$ cat src/rtl/core/etfvd_pkg.sv
package etfvd_pkg;

    localparam int unsigned HASH_W  = 32;
    localparam int unsigned LEN_W   = 16;
    localparam int unsigned CNT_W   = 7;
    localparam int unsigned TAG_W   = 9;
    localparam int unsigned ENTRY_W = CNT_W + TAG_W;
    // ceil(len / 64) for a 16-bit length reaches 1024
    localparam int unsigned UNITS_W = LEN_W - 6 + 1;

    localparam logic [CNT_W-1:0] CNT_MAX   = 7'd127;
    localparam logic [CNT_W-1:0] THR_RESET = 7'd16;

    typedef enum logic
    {
        FUNC_PACKET = 1'b0,
        FUNC_TICK   = 1'b1
    } func_t;

    // per-item control carried down the pipeline
    typedef struct packed
    {
        func_t              func;
        logic [UNITS_W-1:0] units;
    } item_ctl_t;

    // outcome of one read-modify-write
    typedef struct packed
    {
        logic               flag;
        logic [ENTRY_W-1:0] entry;
    } upd_res_t;

endpackage

$ cat src/rtl/core/etfvd_update.sv
module etfvd_update (
    input  logic [etfvd_pkg::ENTRY_W-1:0] entry,
    input  logic [etfvd_pkg::TAG_W-1:0]   epoch,
    input  logic [etfvd_pkg::CNT_W-1:0]   threshold,
    input  logic [etfvd_pkg::UNITS_W-1:0] units,
    output etfvd_pkg::upd_res_t           res
);
    import etfvd_pkg::*;

    logic [CNT_W-1:0]   cnt;
    logic [TAG_W-1:0]   tag;
    logic [TAG_W-1:0]   lag;
    logic [CNT_W-1:0]   cnt_live;
    logic [CNT_W-1:0]   limit;
    logic               flag;
    logic [UNITS_W:0]   sum;
    logic [CNT_W-1:0]   cnt_sat;

    assign cnt = entry[ENTRY_W-1:TAG_W];
    assign tag = entry[TAG_W-1:0];
    // wraps modulo the tag range
    assign lag = epoch - tag;
    assign cnt_live = (lag > TAG_W'(1)) ? '0 : cnt;
    assign limit = (threshold == '0) ? '0 : threshold - CNT_W'(1);
    assign flag = (cnt_live >= limit);
    assign sum = (UNITS_W + 1)'(cnt_live) + (UNITS_W + 1)'(units);
    assign cnt_sat = (sum > (UNITS_W + 1)'(CNT_MAX)) ? CNT_MAX : sum[CNT_W-1:0];

    always_comb
    begin
        res.flag  = flag;
        res.entry = {(flag ? cnt_live : cnt_sat), epoch};
    end
endmodule
$ cat config.mk
export PLATFORM = sky130hd
export DESIGN_NAME = etfvd_update
export DESIGN_NICKNAME = d
export VERILOG_FILES = /design/src/rtl/core/etfvd_pkg.sv /design/src/rtl/core/etfvd_update.sv
export SDC_FILE = /design/constraint.sdc
export NUM_CORES = 1
export LEC_CHECK = 0
export CAP_MARGIN = 20
export CORE_UTILIZATION = 50
export DETAILED_ROUTE_END_ITERATION = 10
export DONT_BUFFER_PORTS = 1
export PLACE_DENSITY = 0.65
export SKIP_LAST_GASP = 1
export SYNTH_ARGS = -nofsm -noshare
export SYNTH_HDL_FRONTEND = slang
export SYNTH_SLANG_ARGS = --single-unit
$ cat constraint.sdc
create_clock -name vclk -period 8.48
set_input_delay 1.696 -clock vclk [all_inputs]
set_output_delay 1.696 -clock vclk [all_outputs]
set_load 0.01 [all_outputs]
# Word-level counts from Yosys, hierarchy flattened
# Cells that the tools add are included.
[totals]
elab_cells = 11
register_bits = 0
input_bits = 43
[classes]
n_addsub = 3
n_lt_le_gt_ge = 3
reduce_logical = 1
muxes = 4
[op_table]
columns = ["operator", "n"]
rows = [
  ["$mux 7", 4],
  ["$add 7x11->12", 1],
  ["$gt 12x7->1 const B", 1],
  ["$gt 9x1->1 const B", 1],
  ["$sub 9x9->9", 1],
  ["$ge 7x7->1", 1],
  ["$logic_not 7->1", 1],
  ["$sub 7x1->7 const B", 1],
]

# Longest topological paths before layout
# Gate-level depths: netlist of run 1.
[depth]
word_depth = 7
mapped_depth = 20
mapped_depth_nobuf = 20

# Worst setup path before layout of run 1
# Ideal clock, no wire load.
[synth_timing]
kind = "in2out"
start = "in entry[5] (netlist name)"
end = "out res[15] (netlist name)"
path_slack_ns = 1.368
stages = 17
n_path_buf = 1
t_arrival_ns = 5.416
required_ns = 6.784
cell_sequence = "inv_1 ha_1 buf_6 o21a_1 or3_4 a211oi_4 nand2_1 nor4_1 and2_1 ha_1 o21a_1 o211ai_1 o32ai_4 maj3_1 a21oi_1 xor2_1 a31oi_1"
[synth_lines]
columns = ["element", "line_no", "text"]
rows = [
  ["start: declaration", "etfvd_update.sv:2", "input logic [etfvd_pkg::ENTRY_W-1:0] entry,"],
  ["end: declaration", "etfvd_update.sv:6", "output etfvd_pkg::upd_res_t res"],
]

==> results.yml, run 1 <==
final_layout:
  drive_gt1_frac: 0.0909
  num-clock-buffers: 0
  multi_input_area_um2: 1230
  final_cells: 206
  area_delta_synth_final_pct: -3.77
  final_area_um2: 1340
  seq_cells: 0
  n_antenna_cell: 0
  layout_common_cells: "20 x a21oi_1, 20 x ha_1, 19 x inv_1"
  nNetsFinal: 242
  seqCellArea_um2: 0
  n_fill_cell: 266
routing:
  post-route-drc-count: 0
  drtAntennaViolNets: 0
  wire_per_inst_um: 15.2
  viasPerCell: 6.33
  drtPass1Iterations: 4
  initialDrtViolationCount: 44
  vias: 1304
  routed_wl_um: 3130
setup_path:
  worstSetupPathType: "in2out"
  crit_required_ns: 6.78
  start_kind: "input port"
  crit_path_end: "res[15]"
  cp-startpoint: "epoch[0]"
  worstSetupEndpointType: "output port"
  arrival_ns: 5.94
  cp_max_fo: 5
power:
  combPwrFrac: 1.000
  p_per_area_nw_per_um2: 46.3
  leakagePower_uw: 0.000548
  clockPowerShare: 0
  switching_share: 0.611
  vdd_drop_max_mv: 0.0324
  p_seq_frac: 0
  p_int_uw: 24.2
  power_switching_uw: 37.9
run_status:
  status: "complete, no violations"
placement:
  io_buffers: 0
  place_inst: 206
  placedInstanceArea_um2: 1340
  place.gp.congestion: 0.798
  pre_cts_ws_ns: 0.842
  dp_hpwl_um: 2700
global_route:
  grt_overflow: 0
  grt_max_degree: 16
  antenna_found_initial: 0
  grt_pass1_wl_um: 4510
  grt_use_total: 0.196
  grt_pass1_vias: 1066
sta:
  timing.final.crit_period_ns: 7.63
  setup_ws_ns: 0.845
  hold_violations: 0
  slew_viol_final: 0
  finalCritPeriodShare: 0.900
  worstMarginPinSlew_ns: 0.717
  holdWs_ns: 3.39
  grt_setup_unrepaired: "false"
  max_slew_margin: 0.518
  fmax_ghz: 0.131
  finalSetupViolCount: 0
  fin_tns_setup_ns: 0
floorplanning:
  rows: 18
  ios: 60
  core-area_um2: 2570
  die_x_um: 54.8
  initial_core_util: 0.543
  die_h_um: 54.8
  die_area_um2: 3010
clock_tree:
  cts-hold-fix-buffers: 0
  post_cts_resized: 0
  cts_setup_buffers: 0
yosys:
  avgSynthCellArea_um2: 7.46
  yosysWarningCount: 0
  ys_types: 47
  synth_nets: 251
  postSynthCellCount: 187
  netlist_area_um2: 1400
  seq_area_frac_synth: 0
run:
  maxCapViolations: 0
hold_path:
  min_path_type: "in2out"
[critical path, cell delays in order]
cell and delay (ns):
inv_1 0.04, ha_1 0.15, inv_1 0.05, fa_1 0.42
a21oi_1 0.18, nor2_1 0.08, nor4_1 0.61, nor2_1 0.08
nor4_1 0.49, and2_1 0.28, ha_1 0.29, o21a_1 0.20
o211ai_1 0.26, o32ai_4 0.14, maj3_1 0.38, a21oi_1 0.18
xor2_1 0.09, a31oi_1 0.32
[power groups by stage]
stage | logic (uW) | registers (uW) | clock network (uW)
final | 62.1 | 0 | 0
after global routing | 69.2 | 0 | 0
after CTS | 62.0 | 0 | 0
after detailed placement | 61.7 | 0 | 0
after global placement | 59.8 | 0 | 0
after floorplan | 57.2 | 0 | 0
[cell usage after synthesis (all sizes together) (4+ instances only)]
library cell	n	share of area
nor4	9	0.060
nor3	5	0.018
inv	19	0.051
nand2	14	0.038
xnor2	5	0.031
or3	5	0.026
ha	20	0.18
buf	12	0.070
a31oi	6	0.027
o211ai	6	0.042
xor2	7	0.044
a21oi	21	0.083
nor2	12	0.034
o21ai	4	0.014
o21a	4	0.022
and2	5	0.022
[cell type report]
cell class	instances	share of cell area
inverter	19	0.0531
multi-input combinational	156	0.913
tap	30	0.0280
timing repair buffer	1	0.00559
[worst min path at each step]
| stage | from | to | slack (ns) | depth (start not counted) |
|---|---|---|---|---|
| after floorplan | epoch[0] | res[0] | 3.48 | 1 |
| after global placement | epoch[4] | res[4] | 3.39 | 0 |
| after detailed placement | epoch[4] | res[4] | 3.39 | 0 |
| after CTS | epoch[4] | res[4] | 3.39 | 0 |
| after global routing | epoch[7] | res[7] | 3.39 | 0 |
| final | epoch[0] | res[0] | 3.39 | 0 |
[metal layers]
layer  share of wire  routed length (um)  GRT usage  up-vias
li1                -                   -          -      671
met1            0.49                1550      0.291      590
met2            0.45                1390      0.323       43
met3           0.060                 189     0.0139        0
met4               0                   0          0        0
met5               0                   0          0        -
[per-stage QoR]
step	util	total power (uW)
detailed placement	0.523	61.7
global placement	0.523	59.8
CTS	0.523	62.0
finish	0.523	62.1
global route	0.523	69.2
floorplan	-	57.2
[kinds of logic after synthesis]
family / Yosys count / share of synthesized area
AO/OA/AOI/OAI: 59 / 0.330
XOR/XNOR: 12 / 0.0753
adder cells (fa/ha/maj): 24 / 0.215
buffers and inverters: 31 / 0.121
multiplexers: 1 / 0.00807
AND/OR/NAND/NOR: 60 / 0.250
(Power assumes the default switching activity.)
==> run 2: changes to the inputs <==
--- a/config.mk
+++ b/config.mk
@@ -6,10 +6,12 @@
 export NUM_CORES = 1
 export LEC_CHECK = 0
 export CAP_MARGIN = 20
-export CORE_UTILIZATION = 50
+export CELL_PAD_IN_SITES_DETAIL_PLACEMENT = 0
+export CELL_PAD_IN_SITES_GLOBAL_PLACEMENT = 1
+export CORE_UTILIZATION = 48
 export DETAILED_ROUTE_END_ITERATION = 10
 export DONT_BUFFER_PORTS = 1
-export PLACE_DENSITY = 0.65
+export PLACE_DENSITY = 0.86
 export SKIP_LAST_GASP = 1
 export SYNTH_ARGS = -nofsm -noshare
 export SYNTH_HDL_FRONTEND = slang
==> results.yml, run 2 (synthesis results as in run 1) <==
global_route:
  grt_pass1_wl_um: 5690
  grt_pass1_vias: 1256
  grt_overflow: 0
  grt_use_total: 0.214
  antenna_found_initial: 0
  grt_max_degree: 16
power:
  p_per_area_nw_per_um2: 46.5
  leakagePower_uw: 0.000548
  p_seq_frac: 0
  switching_share: 0.612
  power_switching_uw: 38.2
  clockPowerShare: 0
  combPwrFrac: 1.000
  p_int_uw: 24.2
  vdd_drop_max_mv: 0.0246
floorplanning:
  core-area_um2: 2760
  die_h_um: 55.9
  rows: 19
  initial_core_util: 0.506
  ios: 60
  die_area_um2: 3130
  die_x_um: 55.9
clock_tree:
  cts_setup_buffers: 0
  cts-hold-fix-buffers: 0
  post_cts_resized: 0
final_layout:
  seqCellArea_um2: 0
  drive_gt1_frac: 0.0909
  final_util: 0.487
  n_antenna_cell: 0
  seq_cells: 0
  num-clock-buffers: 0
  layout_common_cells: "20 x a21oi_1, 20 x ha_1, 19 x inv_1"
  nNetsFinal: 242
  area_delta_synth_final_pct: -3.68
sta:
  finalSetupViolCount: 0
  holdWs_ns: 3.39
  max_slew_margin: 0.474
  fmax_ghz: 0.132
  finalCritPeriodShare: 0.896
  fin_tns_setup_ns: 0
  hold_violations: 0
  slew_viol_final: 0
  worstMarginPinSlew_ns: 0.782
  timing.final.crit_period_ns: 7.59
  grt_setup_unrepaired: "false"
setup_path:
  slowest_delay_ns: 0.66
  crit_buf_inv: 2
  start_kind: "input port"
  cp_max_fo: 5
  crit_family: "simple AND/OR/NAND/NOR gates"
  cp_cell_sequence: "inv_1 -> ha_1 -> inv_1 -> fa_1 -> a21oi_1 -> nor2_1 -> nor4_1 -> nor2_1 -> nor4_1 -> and2_1 -> ha_1 -> o21a_1 -> o211ai_1 -> o32ai_4 -> maj3_1 -> a21oi_1 -> xor2_1 -> a31oi_1"
  arrival_ns: 5.90
  crit_required_ns: 6.78
  worstSetupPathType: "in2out"
  worstSetupEndpointType: "output port"
  cpMaxStageDelayCell: "nor4_1"
routing:
  post-route-drc-count: 0
  drtPass1Iterations: 4
  routed_wl_um: 3200
  viasPerCell: 6.44
  wire_per_inst_um: 15.4
  drtAntennaViolNets: 0
  initialDrtViolationCount: 43
  vias: 1334
hold_path:
  min_path_type: "in2out"
run:
  maxCapViolations: 0
placement:
  dp_hpwl_um: 2750
  place.gp.congestion: 0.870
  io_buffers: 0
run_status:
  status: "complete, no violations"
-- run 2: stage by stage --
stage          total power (uW)  std cells  worst slack, ns  area [um^2]
5_1_grt                    70.4        207            0.443         1340
6_report                   62.5        207            0.886         1340
3_3_place_gp               59.4        207            0.992         1340
2_1_floorplan              57.2        187             1.37         1400
3_5_place_dp               61.4        207            0.906         1340
4_1_cts                    61.8        207            0.891         1340
-- run 2: worst paths after layout --
| path | from | to | slack, ns | cells after the start |
|---|---|---|---|---|
| worst max-delay path | epoch[0] | res[15] | 0.89 | 18 |
| worst min-delay path | epoch[5] | res[5] | 3.39 | 0 |
-- run 2: cell type report --
class	instances	area (um^2)
Fill cell	273	1410
Inverter	19	71.3
Multi-Input combinational cell	156	1230
Tap cell	31	38.8
Timing Repair Buffer	1	7.51
-- run 2: power by group through the flow --
| stage | Combinational, uW | Sequential (uW) | Clock (uW) |
|---|---|---|---|
| floorplan | 57.2 | 0 | 0 |
| CTS | 61.8 | 0 | 0 |
| global placement | 59.4 | 0 | 0 |
| finish | 62.5 | 0 | 0 |
| detailed placement | 61.4 | 0 | 0 |
| global route | 70.4 | 0 | 0 |
-- run 2: layer usage --
metal / vias to the layer above / track usage / wire length [um]
met1: 607 / 0.297 / 1420
met5: - / 0 / 0
met2: 51 / 0.382 / 1550
met4: 0 / 0 / 19
met3: 6 / 0.0233 / 208
li1: 670 / - / -
