<file path="config.mk">
export PLATFORM = sky130hd
export DESIGN_NAME = etfvd_index
export DESIGN_NICKNAME = d
export VERILOG_FILES = /design/src/rtl/core/etfvd_pkg.sv /design/src/rtl/core/etfvd_index.sv
export SDC_FILE = /design/constraint.sdc
export NUM_CORES = 1
export LEC_CHECK = 0
export BUFFER_PORTS_ARGS = -buffer_cell sky130_fd_sc_hd__buf_2
export CORE_MARGIN = 1
export CORE_UTILIZATION = 30
export DETAILED_ROUTE_END_ITERATION = 8
export PLACE_DENSITY_LB_ADDON = 0.08
export SYNTH_ARGS = -nofsm -noshare
export SYNTH_HDL_FRONTEND = slang
export SYNTH_SLANG_ARGS = --single-unit
</file>
<file path="constraint.sdc">
create_clock -name clk -period 1.1 [get_ports clk]
set_input_delay 0.11 -clock clk [delete_from_list [all_inputs] [get_ports clk]]
set_output_delay 0.11 -clock clk [all_outputs]
set_load 0.05 [all_outputs]
</file>
<file path="src/rtl/core/etfvd_pkg.sv">
package etfvd_pkg;

    localparam int unsigned HASH_W  = 32;
    localparam int unsigned LEN_W   = 16;
    localparam int unsigned CNT_W   = 7;
    localparam int unsigned TAG_W   = 9;
    localparam int unsigned ENTRY_W = CNT_W + TAG_W;
    // ceil(len / 64) for a 16-bit length reaches 1024
    localparam int unsigned UNITS_W = LEN_W - 6 + 1;

    localparam logic [CNT_W-1:0] CNT_MAX   = 7'd127;
    localparam logic [CNT_W-1:0] THR_RESET = 7'd16;

    typedef enum logic
    {
        FUNC_PACKET = 1'b0,
        FUNC_TICK   = 1'b1
    } func_t;

    // per-item control carried down the pipeline
    typedef struct packed
    {
        func_t              func;
        logic [UNITS_W-1:0] units;
    } item_ctl_t;

    // outcome of one read-modify-write
    typedef struct packed
    {
        logic               flag;
        logic [ENTRY_W-1:0] entry;
    } upd_res_t;

endpackage

</file>
<file path="src/rtl/core/etfvd_index.sv">
module etfvd_index #(
    parameter int unsigned TABLE_DEPTH = 1024,
    localparam int unsigned IDX_W = $clog2(TABLE_DEPTH)
) (
    input  logic                        clk,
    input  logic                        en,
    input  logic [etfvd_pkg::HASH_W-1:0] hash,
    output logic [IDX_W-1:0]            idx
);
    import etfvd_pkg::*;

    // remainder after the reciprocal estimate stays below twice the depth
    localparam int unsigned REM_W = IDX_W + 1;
    localparam logic [HASH_W-1:0] RECIP   = HASH_W'((64'd1 << HASH_W) / TABLE_DEPTH);
    localparam logic [HASH_W-1:0] DEPTH_H = HASH_W'(TABLE_DEPTH);
    localparam logic [REM_W-1:0]  DEPTH_R = REM_W'(TABLE_DEPTH);

    logic [2*HASH_W-1:0] prod;
    logic [HASH_W-1:0]   quot_reg;
    logic [HASH_W-1:0]   hash1_reg;
    logic [HASH_W-1:0]   qd_reg;
    logic [HASH_W-1:0]   hash2_reg;
    logic [HASH_W-1:0]   diff;
    logic [REM_W-1:0]    rem;
    logic [REM_W-1:0]    rem_fix;
    logic [IDX_W-1:0]    idx_reg;

    assign prod    = (2*HASH_W)'(hash) * (2*HASH_W)'(RECIP);
    assign diff    = hash2_reg - qd_reg;
    assign rem     = diff[REM_W-1:0];
    assign rem_fix = (rem >= DEPTH_R) ? rem - DEPTH_R : rem;

    always_ff @(posedge clk)
    begin
        if (en)
        begin
            // quotient estimate, low by at most one
            quot_reg  <= prod[2*HASH_W-1:HASH_W];
            hash1_reg <= hash;
            qd_reg    <= quot_reg * DEPTH_H;
            hash2_reg <= hash1_reg;
            idx_reg   <= rem_fix[IDX_W-1:0];
        end
    end

    assign idx = idx_reg;
endmodule

</file>
## After elaboration in Yosys (flattened, before gate mapping)

Index checks and enable logic that the tools add are counted.

| cells by class | value |
|---|---|
| multiplexer cells | 1 |
| magnitude comparators | 1 |
| add/subtract/negate cells | 2 |

Operators with widths:

| kind | count |
|---|---|
| 11-bit >= comparator, second input constant | 1 |
| 11-bit subtractor | 1 |
| 10-bit 2-to-1 mux | 1 |
| 10-bit by 1-bit subtractor with 10-bit output, second input constant | 1 |

| word-level totals | value |
|---|---|
| input bits | 34 |
| logic and storage cells | 9 |
| output and inout bits | 10 |
| register bits after elaboration | 34 |

## Logic depth before layout (Yosys ltp)

Gate-level depths: netlist of the first run.

| depth | value |
|---|---|
| word-level depth | 3 |
| depth in mapped cells | 0 |
| depth with buffers taken out | 0 |

## Least setup slack after synthesis of the first run

OpenSTA, ideal clock, no wires.

| timing path | value |
|---|---|
| path kind | register to output |
| from | register idx_reg[0], in the netlist idx[0] |
| to | output port idx[0] |
| path slack | 0.389 ns |
| buffers on the path | 0 |
| arrival time | 0.601 ns |
| cell stages (with the launch flop) | 1 |
| required time | 0.990 ns |
| path through | edfxtp_1 |

RTL lines:

| what | line | RTL |
|---|---|---|
| start, declared | etfvd_index.sv:26 | `logic [IDX_W-1:0] idx_reg;` |
| start signal, assigned | etfvd_index.sv:42 | `idx_reg <= rem_fix[IDX_W-1:0];` |
| end, declared | etfvd_index.sv:8 | `output logic [IDX_W-1:0] idx` |

No word-level cell between the ends.

## Worst setup path in the final report of the first run

| timing path | value |
|---|---|
| from | register idx_reg[5], in the netlist idx[5] |
| to | output port idx[5] |

No word-level cell between the ends.

==> flow_metrics.tcl, run 1 <==
set metrics [dict create \
    yosysWarnings 0 \
    clk_pin_slew_ns 0.09 \
    finalWorstSetupSlack_ns 0.07354 \
    cts_setup_buffers 0 \
    grt-ovfl-total 0 \
    fin_hold_ws_ns 0.1758 \
    hp-class "in2reg" \
    ys_types 1 \
    ys_seq_area_frac 1.000 \
    die_w_um 56.80 \
    p_leak_nw 0.4599 \
    clk_latency_ns 0.32 \
    htree_num_levels 2 \
    worstPathArrival_ns 0.92 \
    cp_top_family "flip-flops" \
    grtUsageTotal 0.09510 \
    n_antenna_cell 0 \
    period_minus_slack_ns 1.026 \
    maxSlewHeadroom 0.8302 \
    core_um2 2805 \
    vias_per_cell 4.324 \
    crit_type "reg2out" \
    place_congestion 0.6102 \
    drc 4 \
    syn_avg_cell_area_um2 30.03 \
    fin_nets 104 \
    ys_seq_elements 30 \
    grt_first_pass_wirelength_um 1987 \
    route.vias.total 441 \
    syn_nets 64 \
    grt_max_degree 16 \
    min_period_over_period 0.9331 \
    slowest_stage "edfxtp_1" \
    finalClockSkew_ns 0.007229 \
    fmax_ghz 0.9742 \
    required_ns 0.99 \
    cts_buffers 5 \
    routed_wl_um 1250 \
    crit_path_cell_trace "buf_2" \
    yosys-top-cells-area "edfxtp_1" \
    place_ws_ns 0.3270 \
    setup_viol 0 \
    synth.largest_area_cell "edfxtp_1" \
    fin_tns_setup_ns 0 \
    seq_area_um2 900.9 \
    violations "design-rule violations" \
    start_util 0.3211 \
    cts_root_buffer "clkbuf_4" \
    total_power_mw 2.119 \
    power_density_nw_per_um2 1735 \
    grt_pass1_vias 462 \
    drt_iter0_markers 6 \
    cts-resized-gates 0 \
    multi_input_area_um2 0 \
    numPortBuffers 21 \
    status "finished, violations left" \
    cp.buffers_inverters 1 \
    utilization 0.4353 \
    final_cell_mix "edfxtp_1, buf_2, dlygate4sd3_1" \
    syn2layout_area_growth_pct 35.56 \
    final_cells 102 \
    synth_top_area_share 1.000 \
    die_y_um 56.80 \
    mostFrequentLayoutCell "edfxtp_1" \
    cap_viol_max_count 0 \
    irDropWorstVdd_v 0.0008223 \
    antenna_found_initial 0 \
    row_count 19 \
    rsz0062_at_grt "no" \
    slew_violations 0 \
    final_cell_area_um2 1221 \
    drive_gt1_frac 0.3944 \
    routedWlPerCell_um 12.25 \
    finalHoldViolations 0 \
    nFillCells 260 \
    place_area_um2 1072 \
    ant_nets 0 \
    num_io_pins 44 \
    cts_hold_buffers 10 \
    end_kind "primary output" \
    cp_max_fo 1 \
    multi_input_gates 0 \
    synthCells 30 \
    dp_cells 84 \
    clk_path_buf_depth 2 \
    dieArea_um2 3226 \
    dr.pass1.iters 6 \
    clkSinkCount 30 \
    cpPeakStageDelay_ns 0.33 \
    cts_tree "done" \
    critPathLaunchType "flip-flop" \
    tightest_slew_ns 0.2565 \
    syn-cell-area_um2 900.9 \
]
per-layer routing:
metal | wire, um | GRT usage
met1 | 447 | 0.08410
met2 | 633 | 0.1463
met3 | 121 | 0.05530
met4 | 48 | 0.09408
met5 | 0 | 0
layout make-up:
| type | instances | area share |
|---|---|---|
| clock buffers | 5 | 0.03074 |
| well taps | 31 | 0.03176 |
| repair buffers | 33 | 0.1906 |
| clock inverters | 3 | 0.009221 |
| flip-flops and latches | 30 | 0.7377 |
synth_stat cells:
cell type   n
edfxtp_1   30
cell families after synthesis:
kind of cell / after synthesis / synth area share
DFF: 30 / 1.000
path summary, 6_finish.rpt:
path,from,end,slack (ns),cells after the start
worst min-delay path,en,hash2_reg[1]$_DFFE_PP_,0.18,2
worst max-delay path,idx[5]$_DFFE_PP_,idx[5],0.07,1
worst max register to register,hash2_reg[0]$_DFFE_PP_,idx[0]$_DFFE_PP_,0.46,0
worst min register to register,hash2_reg[8]$_DFFE_PP_,idx[8]$_DFFE_PP_,0.43,0
report_power, final:
group	switching (mW)	internal [mW]
logic	0.116	0.0604
registers	0.0180	1.35
clock network	0.348	0.227
Power figures use the tool's default switching activity.
==> run 2, diff against run 1 <==
- CELL_PAD_IN_SITES_DETAIL_PLACEMENT: not set -> 0
- CELL_PAD_IN_SITES_GLOBAL_PLACEMENT: not set -> 2
==> run 2 against run 1 <==
  * The run still ends with design-rule violations left
  * Wire length decreased by 0.24%
  * Highest routed layer unchanged
  * Via count decreased by 2.3%
  * Clock-buffer cell count increased by 1
==> flow_metrics.tcl, run 2 (synthesized netlist as in run 1, its figures left out) <==
set metrics [dict create \
    row_count 19 \
    grt_pass1_vias 487 \
    dr.pass1.iters 5 \
    whs_path_depth 2 \
    start_util 0.3211 \
    drc 4 \
    multi_input_gates 0 \
    fin_tns_setup_ns 0 \
    core_um2 2805 \
    cap_viol_max_count 0 \
    routedWlPerCell_um 12.35 \
    multi_input_area_um2 0 \
    power.share.sequential 0.646 \
    cp_top_family "flip-flops" \
    final_cell_mix "edfxtp_1, buf_2, dlygate4sd3_1" \
    irDropWorstVdd_v 0.0008407 \
    crit_type "reg2out" \
    n_antenna_cell 0 \
    internal_power_mw 1.647 \
    violations "design-rule violations" \
    rr_startpoint "hash2_reg[4]$_DFFE_PP_" \
    cp_max_fo 1 \
    ant_nets 0 \
    grt_max_degree 31 \
    die_w_um 56.80 \
    drt_iter0_markers 9 \
    num_io_pins 44 \
    clk_pin_slew_ns 0.09 \
    finalClockSkew_ns 0.007699 \
    required_ns 0.99 \
    swShare 0.2239 \
    p_leak_nw 0.4571 \
    die_y_um 56.80 \
    fmax_ghz 0.9851 \
    setup_viol 0 \
    cts_root_buffer "clkbuf_4" \
    cts_buffers 5 \
    fin_nets 103 \
    hold_start "en" \
    clk_path_buf_depth 2 \
    grt-ovfl-total 0 \
    clkPwrFrac 0.273 \
    hp-class "in2reg" \
    cpPeakStageDelay_ns 0.38 \
    place_congestion 0.6448 \
    combPwrFrac 0.081 \
    tightest_slew_ns 0.2514 \
    critPathLaunchType "flip-flop" \
    utilization 0.4331 \
    vias_per_cell 4.267 \
    clk_latency_ns 0.31 \
    grtUsageTotal 0.09352 \
    rr_worst_depth 0 \
    antenna_found_initial 0 \
    cp-startpoint "idx[9]$_DFFE_PP_" \
    drive_gt1_frac 0.4000 \
    cts-resized-gates 0 \
    slew_violations 0 \
    grt_first_pass_wirelength_um 2042 \
    end_kind "primary output" \
    syn2layout_area_growth_pct 34.86 \
    dieArea_um2 3226 \
    min_period_over_period 0.9228 \
    slowest_stage "edfxtp_1" \
    cts_tree "done" \
    rsz0062_at_grt "no" \
    numPortBuffers 21 \
    status "finished, violations left" \
    crit_path_cell_trace "buf_2" \
    maxSlewHeadroom 0.8336 \
    power.switching_mw 0.4749 \
    routed_wl_um 1247 \
    period_minus_slack_ns 1.015 \
    worstPathArrival_ns 0.91 \
    mostFrequentLayoutCell "edfxtp_1" \
    cp.depth 1 \
    route.vias.total 431 \
    htree_num_levels 2 \
    finalHoldViolations 0 \
    power_density_nw_per_um2 1746 \
    clkSinkCount 30 \
    cp.buffers_inverters 1 \
]
[run 2: changes by cell type in the layout (fill, tap and decap cells not counted), sizes merged]
cell and delta:
clkbuf +1, clkinv -1, buf -1
[run 2: timing repair]
action                                 CTS  global route
hold buffers                            10             0
setup endpoints to repair                0             0
setup buffers                            0             0
endpoints found under the hold margin   10             0
[run 2: stage by stage]
step / hold WS [ns] / power [mW] / instances / cell area [um^2] / setup slack (ns)
final: 0.2372 / 2.121 / 101 / 1215 / 0.08492
after global routing: 0.2436 / 2.218 / 101 / 1215 / 0.02965
after CTS: 0.2305 / 2.160 / 101 / 1215 / 0.05737
after detailed placement: 0.2881 / 1.545 / 83 / 1065 / 0.3709
after global placement: 0.2879 / 1.531 / 83 / 1065 / 0.4000
after floorplan: 0.2089 / 1.469 / 30 / 900.9 / 0.3894
[run 2: area by class of cell]
cell class | count | area [um^2]
clock buffers | 6 | 41.29
clock inverters | 2 | 8.758
fillers | 255 | 1590
flip-flops and latches | 30 | 900.9
well taps | 31 | 38.79
repair buffers | 32 | 225.2
[run 2: metal layers]
layer | part of all wire | global-route usage | vias to the layer above | routed length (um)
met4 | 0.020 | 0.07317 | 0 | 25
met1 | 0.37 | 0.08384 | 204 | 459
met5 | 0 | 0 | - | 0
met2 | 0.52 | 0.1548 | 25 | 643
met3 | 0.095 | 0.05069 | 3 | 119
li1 | - | - | 199 | -
[run 2: worst paths after layout]
kind                            slack [ns]                endpoint
worst max-delay path                  0.08                  idx[9]
worst min-delay path                  0.24  hash2_reg[4]$_DFFE_PP_
worst max register to register        0.44        idx[4]$_DFFE_PP_
worst min register to register        0.43        idx[3]$_DFFE_PP_
[run 2: power groups by stage]
stage          Sequential [mW]  Clock (mW)  Combinational, mW
6_report                  1.37       0.579              0.173
5_1_grt                   1.38       0.660              0.181
4_1_cts                   1.37       0.614              0.174
3_5_place_dp              1.40           0              0.147
3_3_place_gp              1.39           0              0.143
2_1_floorplan             1.47           0                  0
